$ cat src/rtl/i2cms_pkg.sv
// ----------------------------------------------------------------------------
// i2cms_pkg
// Shared constants and codes for the I2C master transaction sequencer.
// ----------------------------------------------------------------------------
package i2cms_pkg;

    // default depth of the transfer data store
    localparam int BUF_DEPTH_DEF = 32;

    // address byte bit 0 selects a read transaction
    localparam logic [7:0] READ_BIT = 8'h01;

    typedef enum logic [1:0] {
        K_START = 2'd0,
        K_EVENT = 2'd1,
        K_WRITE = 2'd2,
        K_READ  = 2'd3
    } t_kind;

    typedef enum logic [2:0] {
        CMD_NONE   = 3'd0,
        CMD_START  = 3'd1,
        CMD_LOAD   = 3'd2,
        CMD_RECV   = 3'd3,
        CMD_ACKBIT = 3'd4,
        CMD_STOP   = 3'd5
    } t_cmd;

    typedef enum logic [2:0] {
        ERR_NONE      = 3'd0,
        ERR_BUSY      = 3'd1,
        ERR_COLLISION = 3'd2,
        ERR_OVERFLOW  = 3'd3,
        ERR_ADDR_NACK = 3'd4,
        ERR_NO_BYTE   = 3'd5,
        ERR_DATA_NACK = 3'd6
    } t_err;

endpackage

$ cat src/rtl/i2cms_buf.sv
// ----------------------------------------------------------------------------
// i2cms_buf
// Data byte store: one write port, one read port, registered read data.
// ----------------------------------------------------------------------------
module i2cms_buf #(
    parameter int BUF_DEPTH = i2cms_pkg::BUF_DEPTH_DEF,
    parameter int AW        = (BUF_DEPTH > 1) ? $clog2(BUF_DEPTH) : 1
) (
    input  logic          i_clk,
    input  logic          i_wr_en,
    input  logic [AW-1:0] i_wr_addr,
    input  logic [7:0]    i_wr_data,
    input  logic          i_rd_en,
    input  logic [AW-1:0] i_rd_addr,
    output logic [7:0]    o_rd_data
);

    logic [7:0] r_mem [BUF_DEPTH];
    logic [7:0] r_rd_data;

    always_ff @(posedge i_clk) begin
        if (i_wr_en) begin
            r_mem[i_wr_addr] <= i_wr_data;
        end
    end

    always_ff @(posedge i_clk) begin
        if (i_rd_en) begin
            r_rd_data <= r_mem[i_rd_addr];
        end
    end

    assign o_rd_data = r_rd_data;

endmodule

$ cat src/rtl/i2cms_ctrl.sv
// ----------------------------------------------------------------------------
// i2cms_ctrl
// Transaction sequencer: latches an item, reads the data store, then steps
// the bus phase and writes back received or loaded bytes.
// ----------------------------------------------------------------------------
module i2cms_ctrl #(
    parameter int BUF_DEPTH = i2cms_pkg::BUF_DEPTH_DEF,
    parameter int AW        = (BUF_DEPTH > 1) ? $clog2(BUF_DEPTH) : 1,
    parameter int PW        = $clog2(BUF_DEPTH + 1)
) (
    input  logic          i_clk,
    input  logic          i_rst_n,
    // input channel
    input  logic          i_in_valid,
    output logic          o_in_ready,
    input  logic [1:0]    i_kind,
    input  logic [7:0]    i_address_byte,
    input  logic [5:0]    i_transfer_length,
    input  logic          i_engine_busy,
    input  logic          i_ack_not_received,
    input  logic          i_buffer_full,
    input  logic          i_write_collision,
    input  logic          i_receive_overflow,
    input  logic [7:0]    i_rx_byte,
    input  logic [4:0]    i_buffer_index,
    input  logic [7:0]    i_buffer_value,
    // output channel
    output logic          o_out_valid,
    input  logic          i_out_ready,
    output logic [2:0]    o_command,
    output logic [7:0]    o_tx_data,
    output logic          o_ack_bit,
    output logic          o_idle,
    output logic [2:0]    o_error_code,
    output logic [7:0]    o_read_data,
    // data store port
    output logic          o_wr_en,
    output logic [AW-1:0] o_wr_addr,
    output logic [7:0]    o_wr_data,
    output logic          o_rd_en,
    output logic [AW-1:0] o_rd_addr,
    input  logic [7:0]    i_rd_data
);

    typedef enum logic [2:0] {
        PH_IDLE,
        PH_START,
        PH_ADDR,
        PH_TX,
        PH_RX,
        PH_ACK,
        PH_STOP
    } t_phase;

    // bus sequence state
    t_phase        r_phase, n_phase;
    logic [7:0]    r_target, n_target;
    logic [PW-1:0] r_pos, n_pos;
    logic [PW-1:0] r_end, n_end;

    // latched item, one in flight
    logic          r_stage;
    i2cms_pkg::t_kind r_kind;
    logic [7:0]    r_addr;
    logic [5:0]    r_len;
    logic          r_ebusy, r_nack, r_full, r_wcol, r_ovf;
    logic [7:0]    r_rx;
    logic [4:0]    r_idx;
    logic [7:0]    r_val;
    logic          r_idx_ok;

    // result register
    logic          r_out_valid;
    logic [2:0]    r_command;
    logic [7:0]    r_tx_data;
    logic          r_ack_bit;
    logic          r_idle;
    logic [2:0]    r_error_code;
    logic [7:0]    r_read_data;

    i2cms_pkg::t_cmd n_cmd;
    i2cms_pkg::t_err n_err;
    logic [7:0]    n_txd, n_rd;
    logic          n_ackb;
    logic [PW-1:0] pos_inc, len_sat;
    logic          pos_done, inc_done, idx_ok, exec, accept;

    // one item at a time; the next is taken the cycle after the write-back,
    // so a read never overlaps a pending write to the same entry
    assign o_in_ready = !r_stage;
    assign accept     = i_in_valid && o_in_ready;
    assign exec       = r_stage && (!r_out_valid || i_out_ready);

    assign idx_ok = 32'(i_buffer_index) < BUF_DEPTH;

    // read on accept: buffer index for a read item, byte position otherwise
    assign o_rd_en   = accept;
    assign o_rd_addr = (i2cms_pkg::t_kind'(i_kind) == i2cms_pkg::K_READ) ?
                       AW'(i_buffer_index) : AW'(r_pos);

    assign pos_inc  = r_pos + PW'(1);
    assign pos_done = r_pos >= r_end;
    assign inc_done = pos_inc >= r_end;

    always_comb begin
        if (r_len == 6'd0) begin
            len_sat = PW'(1);
        end else if (32'(r_len) > BUF_DEPTH) begin
            len_sat = PW'(BUF_DEPTH);
        end else begin
            len_sat = PW'(r_len);
        end
    end

    always_comb begin
        n_phase   = r_phase;
        n_target  = r_target;
        n_pos     = r_pos;
        n_end     = r_end;
        n_cmd     = i2cms_pkg::CMD_NONE;
        n_err     = i2cms_pkg::ERR_NONE;
        n_txd     = 8'd0;
        n_rd      = 8'd0;
        n_ackb    = 1'b0;
        o_wr_en   = 1'b0;
        o_wr_addr = AW'(r_idx);
        o_wr_data = r_val;
        unique case (r_kind)
            i2cms_pkg::K_START: begin
                if (r_ebusy || r_phase != PH_IDLE) begin
                    n_err   = i2cms_pkg::ERR_BUSY;
                    n_phase = PH_IDLE;
                end else begin
                    n_target = r_addr;
                    n_pos    = '0;
                    n_end    = len_sat;
                    n_cmd    = i2cms_pkg::CMD_START;
                    n_phase  = PH_START;
                end
            end
            i2cms_pkg::K_EVENT: begin
                priority if (r_phase == PH_IDLE) begin
                    n_phase = PH_IDLE;
                end else if (r_wcol) begin
                    n_err   = i2cms_pkg::ERR_COLLISION;
                    n_phase = PH_IDLE;
                end else if (r_ovf) begin
                    n_err   = i2cms_pkg::ERR_OVERFLOW;
                    n_phase = PH_IDLE;
                end else begin
                    unique case (r_phase)
                        PH_START: begin
                            n_cmd   = i2cms_pkg::CMD_LOAD;
                            n_txd   = r_target;
                            n_phase = PH_ADDR;
                        end
                        PH_ADDR: begin
                            priority if (r_nack) begin
                                n_err   = i2cms_pkg::ERR_ADDR_NACK;
                                n_phase = PH_IDLE;
                            end else if ((r_target & i2cms_pkg::READ_BIT) != 8'd0) begin
                                n_cmd   = i2cms_pkg::CMD_RECV;
                                n_phase = PH_RX;
                            end else begin
                                n_cmd   = i2cms_pkg::CMD_LOAD;
                                n_txd   = i_rd_data;
                                n_pos   = pos_inc;
                                n_phase = PH_TX;
                            end
                        end
                        PH_RX: begin
                            if (!r_full) begin
                                n_err   = i2cms_pkg::ERR_NO_BYTE;
                                n_phase = PH_IDLE;
                            end else begin
                                o_wr_en   = exec;
                                o_wr_addr = AW'(r_pos);
                                o_wr_data = r_rx;
                                n_pos     = pos_inc;
                                n_ackb    = inc_done;
                                n_cmd     = i2cms_pkg::CMD_ACKBIT;
                                n_phase   = PH_ACK;
                            end
                        end
                        PH_TX: begin
                            priority if (r_nack) begin
                                n_err   = i2cms_pkg::ERR_DATA_NACK;
                                n_phase = PH_IDLE;
                            end else if (pos_done) begin
                                n_cmd   = i2cms_pkg::CMD_STOP;
                                n_phase = PH_STOP;
                            end else begin
                                n_cmd = i2cms_pkg::CMD_LOAD;
                                n_txd = i_rd_data;
                                n_pos = pos_inc;
                            end
                        end
                        PH_ACK: begin
                            if (pos_done) begin
                                n_cmd   = i2cms_pkg::CMD_STOP;
                                n_phase = PH_STOP;
                            end else begin
                                n_cmd   = i2cms_pkg::CMD_RECV;
                                n_phase = PH_RX;
                            end
                        end
                        default: begin
                            n_phase = PH_IDLE;
                        end
                    endcase
                end
            end
            i2cms_pkg::K_WRITE: begin
                o_wr_en = exec && r_idx_ok;
            end
            i2cms_pkg::K_READ: begin
                n_rd = r_idx_ok ? i_rd_data : 8'd0;
            end
        endcase
    end

    always_ff @(posedge i_clk) begin
        if (!i_rst_n) begin
            r_stage     <= 1'b0;
            r_out_valid <= 1'b0;
            r_phase     <= PH_IDLE;
            r_target    <= '0;
            r_pos       <= '0;
            r_end       <= '0;
        end else begin
            if (accept) begin
                r_stage <= 1'b1;
            end else if (exec) begin
                r_stage <= 1'b0;
            end
            if (exec) begin
                r_out_valid <= 1'b1;
            end else if (i_out_ready) begin
                r_out_valid <= 1'b0;
            end
            if (exec) begin
                r_phase  <= n_phase;
                r_target <= n_target;
                r_pos    <= n_pos;
                r_end    <= n_end;
            end
        end
    end

    // payload registers
    always_ff @(posedge i_clk) begin
        if (accept) begin
            r_kind   <= i2cms_pkg::t_kind'(i_kind);
            r_addr   <= i_address_byte;
            r_len    <= i_transfer_length;
            r_ebusy  <= i_engine_busy;
            r_nack   <= i_ack_not_received;
            r_full   <= i_buffer_full;
            r_wcol   <= i_write_collision;
            r_ovf    <= i_receive_overflow;
            r_rx     <= i_rx_byte;
            r_idx    <= i_buffer_index;
            r_val    <= i_buffer_value;
            r_idx_ok <= idx_ok;
        end
        if (exec) begin
            r_command    <= n_cmd;
            r_tx_data    <= n_txd;
            r_ack_bit    <= n_ackb;
            r_idle       <= (n_phase == PH_IDLE);
            r_error_code <= n_err;
            r_read_data  <= n_rd;
        end
    end

    assign o_out_valid  = r_out_valid;
    assign o_command    = r_command;
    assign o_tx_data    = r_tx_data;
    assign o_ack_bit    = r_ack_bit;
    assign o_idle       = r_idle;
    assign o_error_code = r_error_code;
    assign o_read_data  = r_read_data;

    a_pos_in_range: assert property (@(posedge i_clk) disable iff (!i_rst_n)
        r_pos <= r_end)
        else $error("byte position passed end position");

    a_wr_only_exec: assert property (@(posedge i_clk) disable iff (!i_rst_n)
        o_wr_en |-> exec)
        else $error("store written outside the execute step");

    a_err_goes_idle: assert property (@(posedge i_clk) disable iff (!i_rst_n)
        o_out_valid && o_error_code != i2cms_pkg::ERR_NONE |-> o_idle)
        else $error("error reported without returning to idle");

    a_ack_with_cmd: assert property (@(posedge i_clk) disable iff (!i_rst_n)
        o_out_valid && o_ack_bit |-> o_command == i2cms_pkg::CMD_ACKBIT)
        else $error("ack bit set without ack command");

    a_start_busy: assert property (@(posedge i_clk) disable iff (!i_rst_n)
        o_out_valid && o_command == i2cms_pkg::CMD_START |-> !o_idle)
        else $error("start issued while reported idle");

endmodule

$ cat src/rtl/i2c_master_transaction_sequencer.sv
// ----------------------------------------------------------------------------
// i2c_master_transaction_sequencer
// Steps a 7-bit-address I2C master transaction over a byte-level bus engine.
// ----------------------------------------------------------------------------
// Each item passes through two steps: the first latches it and reads the
// data store (one read port, registered data); the second, which waits while
// the previous result is not taken, steps the bus phase, writes back a
// received or buffered byte and loads the result register. A new item is
// taken the cycle after the second step, never earlier, even while the
// previous result still waits to be taken. Every item gives exactly one
// result. Errors are reported in error_code and return the block to idle;
// a start with a length of zero runs one byte, and a length above the store
// depth is cut to the depth. Store entries never written read back undefined.
module i2c_master_transaction_sequencer #(
    parameter int BUF_DEPTH = i2cms_pkg::BUF_DEPTH_DEF
) (
    input  logic       i_clk,
    input  logic       i_rst_n,
    input  logic       i_in_valid,
    output logic       o_in_ready,
    input  logic [1:0] i_kind,
    input  logic [7:0] i_address_byte,
    input  logic [5:0] i_transfer_length,
    input  logic       i_engine_busy,
    input  logic       i_ack_not_received,
    input  logic       i_buffer_full,
    input  logic       i_write_collision,
    input  logic       i_receive_overflow,
    input  logic [7:0] i_rx_byte,
    input  logic [4:0] i_buffer_index,
    input  logic [7:0] i_buffer_value,
    output logic       o_out_valid,
    input  logic       i_out_ready,
    output logic [2:0] o_command,
    output logic [7:0] o_tx_data,
    output logic       o_ack_bit,
    output logic       o_idle,
    output logic [2:0] o_error_code,
    output logic [7:0] o_read_data
);

    localparam int AW = (BUF_DEPTH > 1) ? $clog2(BUF_DEPTH) : 1;
    localparam int PW = $clog2(BUF_DEPTH + 1);

    logic          wr_en, rd_en;
    logic [AW-1:0] wr_addr, rd_addr;
    logic [7:0]    wr_data, rd_data;

    i2cms_ctrl #(
        .BUF_DEPTH (BUF_DEPTH),
        .AW        (AW),
        .PW        (PW)
    ) u_ctrl (
        .i_clk              (i_clk),
        .i_rst_n            (i_rst_n),
        .i_in_valid         (i_in_valid),
        .o_in_ready         (o_in_ready),
        .i_kind             (i_kind),
        .i_address_byte     (i_address_byte),
        .i_transfer_length  (i_transfer_length),
        .i_engine_busy      (i_engine_busy),
        .i_ack_not_received (i_ack_not_received),
        .i_buffer_full      (i_buffer_full),
        .i_write_collision  (i_write_collision),
        .i_receive_overflow (i_receive_overflow),
        .i_rx_byte          (i_rx_byte),
        .i_buffer_index     (i_buffer_index),
        .i_buffer_value     (i_buffer_value),
        .o_out_valid        (o_out_valid),
        .i_out_ready        (i_out_ready),
        .o_command          (o_command),
        .o_tx_data          (o_tx_data),
        .o_ack_bit          (o_ack_bit),
        .o_idle             (o_idle),
        .o_error_code       (o_error_code),
        .o_read_data        (o_read_data),
        .o_wr_en            (wr_en),
        .o_wr_addr          (wr_addr),
        .o_wr_data          (wr_data),
        .o_rd_en            (rd_en),
        .o_rd_addr          (rd_addr),
        .i_rd_data          (rd_data)
    );

    i2cms_buf #(
        .BUF_DEPTH (BUF_DEPTH),
        .AW        (AW)
    ) u_buf (
        .i_clk     (i_clk),
        .i_wr_en   (wr_en),
        .i_wr_addr (wr_addr),
        .i_wr_data (wr_data),
        .i_rd_en   (rd_en),
        .i_rd_addr (rd_addr),
        .o_rd_data (rd_data)
    );

endmodule
$ cat config.mk
export PLATFORM = sky130hd
export DESIGN_NAME = i2c_master_transaction_sequencer
export DESIGN_NICKNAME = d
export VERILOG_FILES = /design/src/rtl/i2cms_pkg.sv /design/src/rtl/i2cms_buf.sv /design/src/rtl/i2cms_ctrl.sv /design/src/rtl/i2c_master_transaction_sequencer.sv
export SDC_FILE = /design/constraint.sdc
export NUM_CORES = 1
export LEC_CHECK = 0
export BUFFER_PORTS_ARGS = -buffer_cell sky130_fd_sc_hd__buf_4
export CAP_MARGIN = 0
export CORE_ASPECT_RATIO = 1.4
export CORE_UTILIZATION = 40
export DETAILED_ROUTE_END_ITERATION = 10
export SLEW_MARGIN = 40
export SYNTH_ARGS = -nofsm -noshare
export SYNTH_HDL_FRONTEND = slang
export SYNTH_SLANG_ARGS = --single-unit
$ cat constraint.sdc
create_clock -name i_clk -period 4.74 [get_ports i_clk]
set_input_delay 0.474 -clock i_clk [delete_from_list [all_inputs] [get_ports i_clk]]
set_output_delay 0.474 -clock i_clk [all_outputs]
set_load 0.01 [all_outputs]
==> out/qor.yml <==
sta:
  hold_ws_ns: 0.131
  min_period_ns: 3.88
  maxSlewHeadroom_pct: 44.2
  fin_setup_tns_ns: 0
  finClkSkew_ns: 0.0133
  setup_viol: 0
  tightest_slew_ns: 0.835
  report.final.hold_viol_count: 0
  max_freq_ghz: 0.258
  rsz0062_at_grt: "no"
  min_period_over_period_pct: 81.9
  final-max-slew-violation-count: 0
yosys:
  yosys.cell_types.count: 53
  synth_edf_count: 330
  ys_warn_count: 0
  ys_seq_area_share_pct: 71.5
  synthesis.area_sq_mm: 0.0146
  postSynthAreaPerCell_sq_um: 15.4
  async_flop_share_pct: 0
  synth_nets: 1007
  ys_ff_latch: 355
  synth_flop_cell: "edfxtp_1"
  synthCells: 944
clocking:
  cts.root.buffer_cell: "clkbuf_16"
  htreeDepth: 2
  clkTransAtPathRegs_ns: 0.06
  cts_buffer_depth: 3
  clock_sinks: 355
  post-cts-setup-buffers: 0
  cts_tree: "built"
  cts_hold_buf: 0
  cts_resized: 0
  clkLatencyLatePin_ns: 0.52
  numCtsBuffers: 34
routing:
  drt_wl_total_um: 32900
  viasPerCell: 5.39
  detail_route.wl_per_cell_um: 21.8
  vias: 8136
  dr.pass1.iters: 7
  drtIter0Drc: 727
  drc: 0
  postRouteAntennaNets: 0
cells_and_area:
  final_nets: 1086
  final_common_cell: "edfxtp_1"
  antenna_cells: 0
  multi_input_area_sq_mm: 0.00384
  fillCellCount: 3084
  layout-drive-gt1-share_pct: 20.8
  seq_area_sq_mm: 0.0104
  final_cell_mix: "edfxtp_1, buf_4, nand2_1, mux2i_1, mux2_2"
  syn2layout_area_growth_pct: 14.5
floorplan:
  boundaryPins: 72
  die_x_um: 163
  die_h_um: 228
  start_util_pct: 40.7
  core_sq_mm: 0.0358
  fp.dieArea_sq_mm: 0.0372
  row_count: 82
global_routing:
  grt_use_total_pct: 18.1
  antenna_found_initial: 0
  grt_pass1_wl_um: 50100
  grt_max_degree: 82
  grt_pass1_vias: 8290
  grt_overflow: 0
worst_hold_path:
  min_path_cells: 1
  holdCritPathClass: "in -> reg"
job:
  max_cap_viol_count: 0
worst_setup_path:
  crit_path_end_kind: "register"
  worst_ep_arrival_time_ns: 4.02
  crit_required_ns: 4.88
  worstRegToRegCells: 8
  worst_setup_path_start_kind: "register"
  cp_max_fo: 18
  critPathKind: "reg -> reg"
pwr:
  vdd_drop_max_mv: 0.304
  clkPwrFrac_pct: 41.1
  internal-power_mw: 5.22
  p_switching_mw: 1.38
  swShare_pct: 20.8
  pwr-share-seq_pct: 53.3
  p_per_area_mw_per_mm2: 395
  combPwrFrac_pct: 5.6
  p_leak_nw: 5.90
placed_design:
  dp_hpwl_um: 21600
  io_buffers: 71
  routabilityCongestion: 0.957
outcome:
  status: "complete, no violations"
registers in the layout, indices dropped and copies added, names as in the netlist, 2 cells and up:
register / flops
u_buf.r_mem: 256
u_ctrl.r_end: 6
u_ctrl.r_rx: 8
u_ctrl.r_len: 6
u_ctrl.r_val: 8
u_ctrl.o_error_code: 3
u_ctrl.r_kind: 2
u_ctrl.o_tx_data: 8
u_ctrl.r_addr: 8
u_ctrl.r_phase: 3
u_ctrl.o_command: 3
u_ctrl.r_pos: 6
u_ctrl.r_target: 8
u_ctrl.o_read_data: 8
u_ctrl.r_idx: 5
u_buf.o_rd_data: 8
path summary, 6_finish.rpt:
kind,slack (ns),from,endpoint
worst max-delay path,0.86,u_ctrl.r_kind[1],u_buf.r_mem[2][5]
worst min-delay path,0.13,i_rx_byte[5],u_ctrl.r_rx[5]
worst max register to register,0.86,u_ctrl.r_kind[1],u_buf.r_mem[2][5]
worst min register to register,0.45,u_ctrl.r_end[4],u_ctrl.r_end[4]
power by group through the flow:
stage | clock (mW) | sequential, mW | combinational [mW]
6_report | 2.71 | 3.52 | 0.372
5_1_grt | 2.88 | 3.52 | 0.400
4_1_cts | 2.77 | 3.51 | 0.372
3_5_place_dp | 0 | 3.58 | 0.371
3_3_place_gp | 0 | 3.58 | 0.368
2_1_floorplan | 0 | 3.58 | 0.219
stage by stage:
stage | setup slack, ns | std cells | area, sq um | util (%) | power (mW)
floorplan | 1.59 | 944 | 14600 | - | 3.80
global placement | 1.09 | 1449 | 15600 | 43.4 | 3.95
detailed placement | 0.908 | 1449 | 15600 | 43.5 | 3.95
CTS | 0.877 | 1510 | 16700 | 46.6 | 6.66
global route | 0.613 | 1510 | 16700 | 46.6 | 6.80
finish | 0.860 | 1510 | 16700 | 46.6 | 6.60
cell type report:
class,count,area share (%)
Inverter,15,0.338
Clock inverter,16,0.930
Sequential cell,355,62.4
Multi-Input combinational cell,530,23.0
Clock buffer,45,5.79
Timing Repair Buffer,87,4.07
Tap cell,462,3.47
cell usage after synthesis, types with 2 or more instances:
library cell / count / area, sq um
a2111oi_0: 2 / 17.5
a21o_1: 3 / 22.5
a21oi_1: 29 / 145
a221o_1: 16 / 160
a221oi_1: 26 / 228
a22o_1: 7 / 61.3
a31oi_1: 10 / 62.6
and2_1: 9 / 56.3
and3_1: 2 / 12.5
buf_12: 3 / 60.1
buf_2: 4 / 20.0
buf_6: 8 / 90.1
buf_8: 2 / 30.0
clkbuf_1: 27 / 101
dfxtp_1: 25 / 500
edfxtp_1: 330 / 9910
ha_1: 17 / 213
inv_1: 15 / 56.3
mux2_2: 67 / 754
mux2i_1: 70 / 701
nand2_1: 79 / 297
nand2b_1: 8 / 50.1
nand3_1: 11 / 55.1
nand3b_1: 6 / 45.0
nand4_1: 5 / 31.3
nor2_1: 65 / 244
nor2b_1: 5 / 31.3
nor3_1: 9 / 45.0
nor3b_1: 2 / 15.0
nor4_1: 3 / 18.8
nor4b_1: 2 / 17.5
o21a_1: 2 / 15.0
o21ai_0: 12 / 60.1
o22ai_1: 41 / 257
or2_1: 2 / 12.5
xnor2_1: 2 / 17.5
xor2_1: 2 / 17.5
logic make-up (layout without fill, tap and decap cells):
| logic type | Yosys count | count (layout) | share of synthesized area (%) |
|---|---|---|---|
| buf+inv | 59 | 163 | 2.46 |
| fa+ha+maj | 17 | 17 | 1.46 |
| xor+xnor | 4 | 4 | 0.241 |
| simple gates | 214 | 214 | 6.77 |
| mux | 137 | 137 | 9.99 |
| flops | 355 | 355 | 71.5 |
| compound gates | 158 | 158 | 7.61 |
routing by layer:
metal	global-route usage [%]	share of wire [%]
met4	6.66	3.3
met1	22.1	41
met2	31.8	51
met3	3.00	4.9
met5	0	0
worst max-delay path: stages, from the launching register on:
cell      delay (ns)
edfxtp_1        0.42
inv_1           0.10
ha_1            0.45
nand2_1         0.24
or2_0           0.39
buf_4           0.25
o21ai_0         0.22
nand4_1         0.64
nor2_1          0.79
Power figures use the tool's default switching activity.
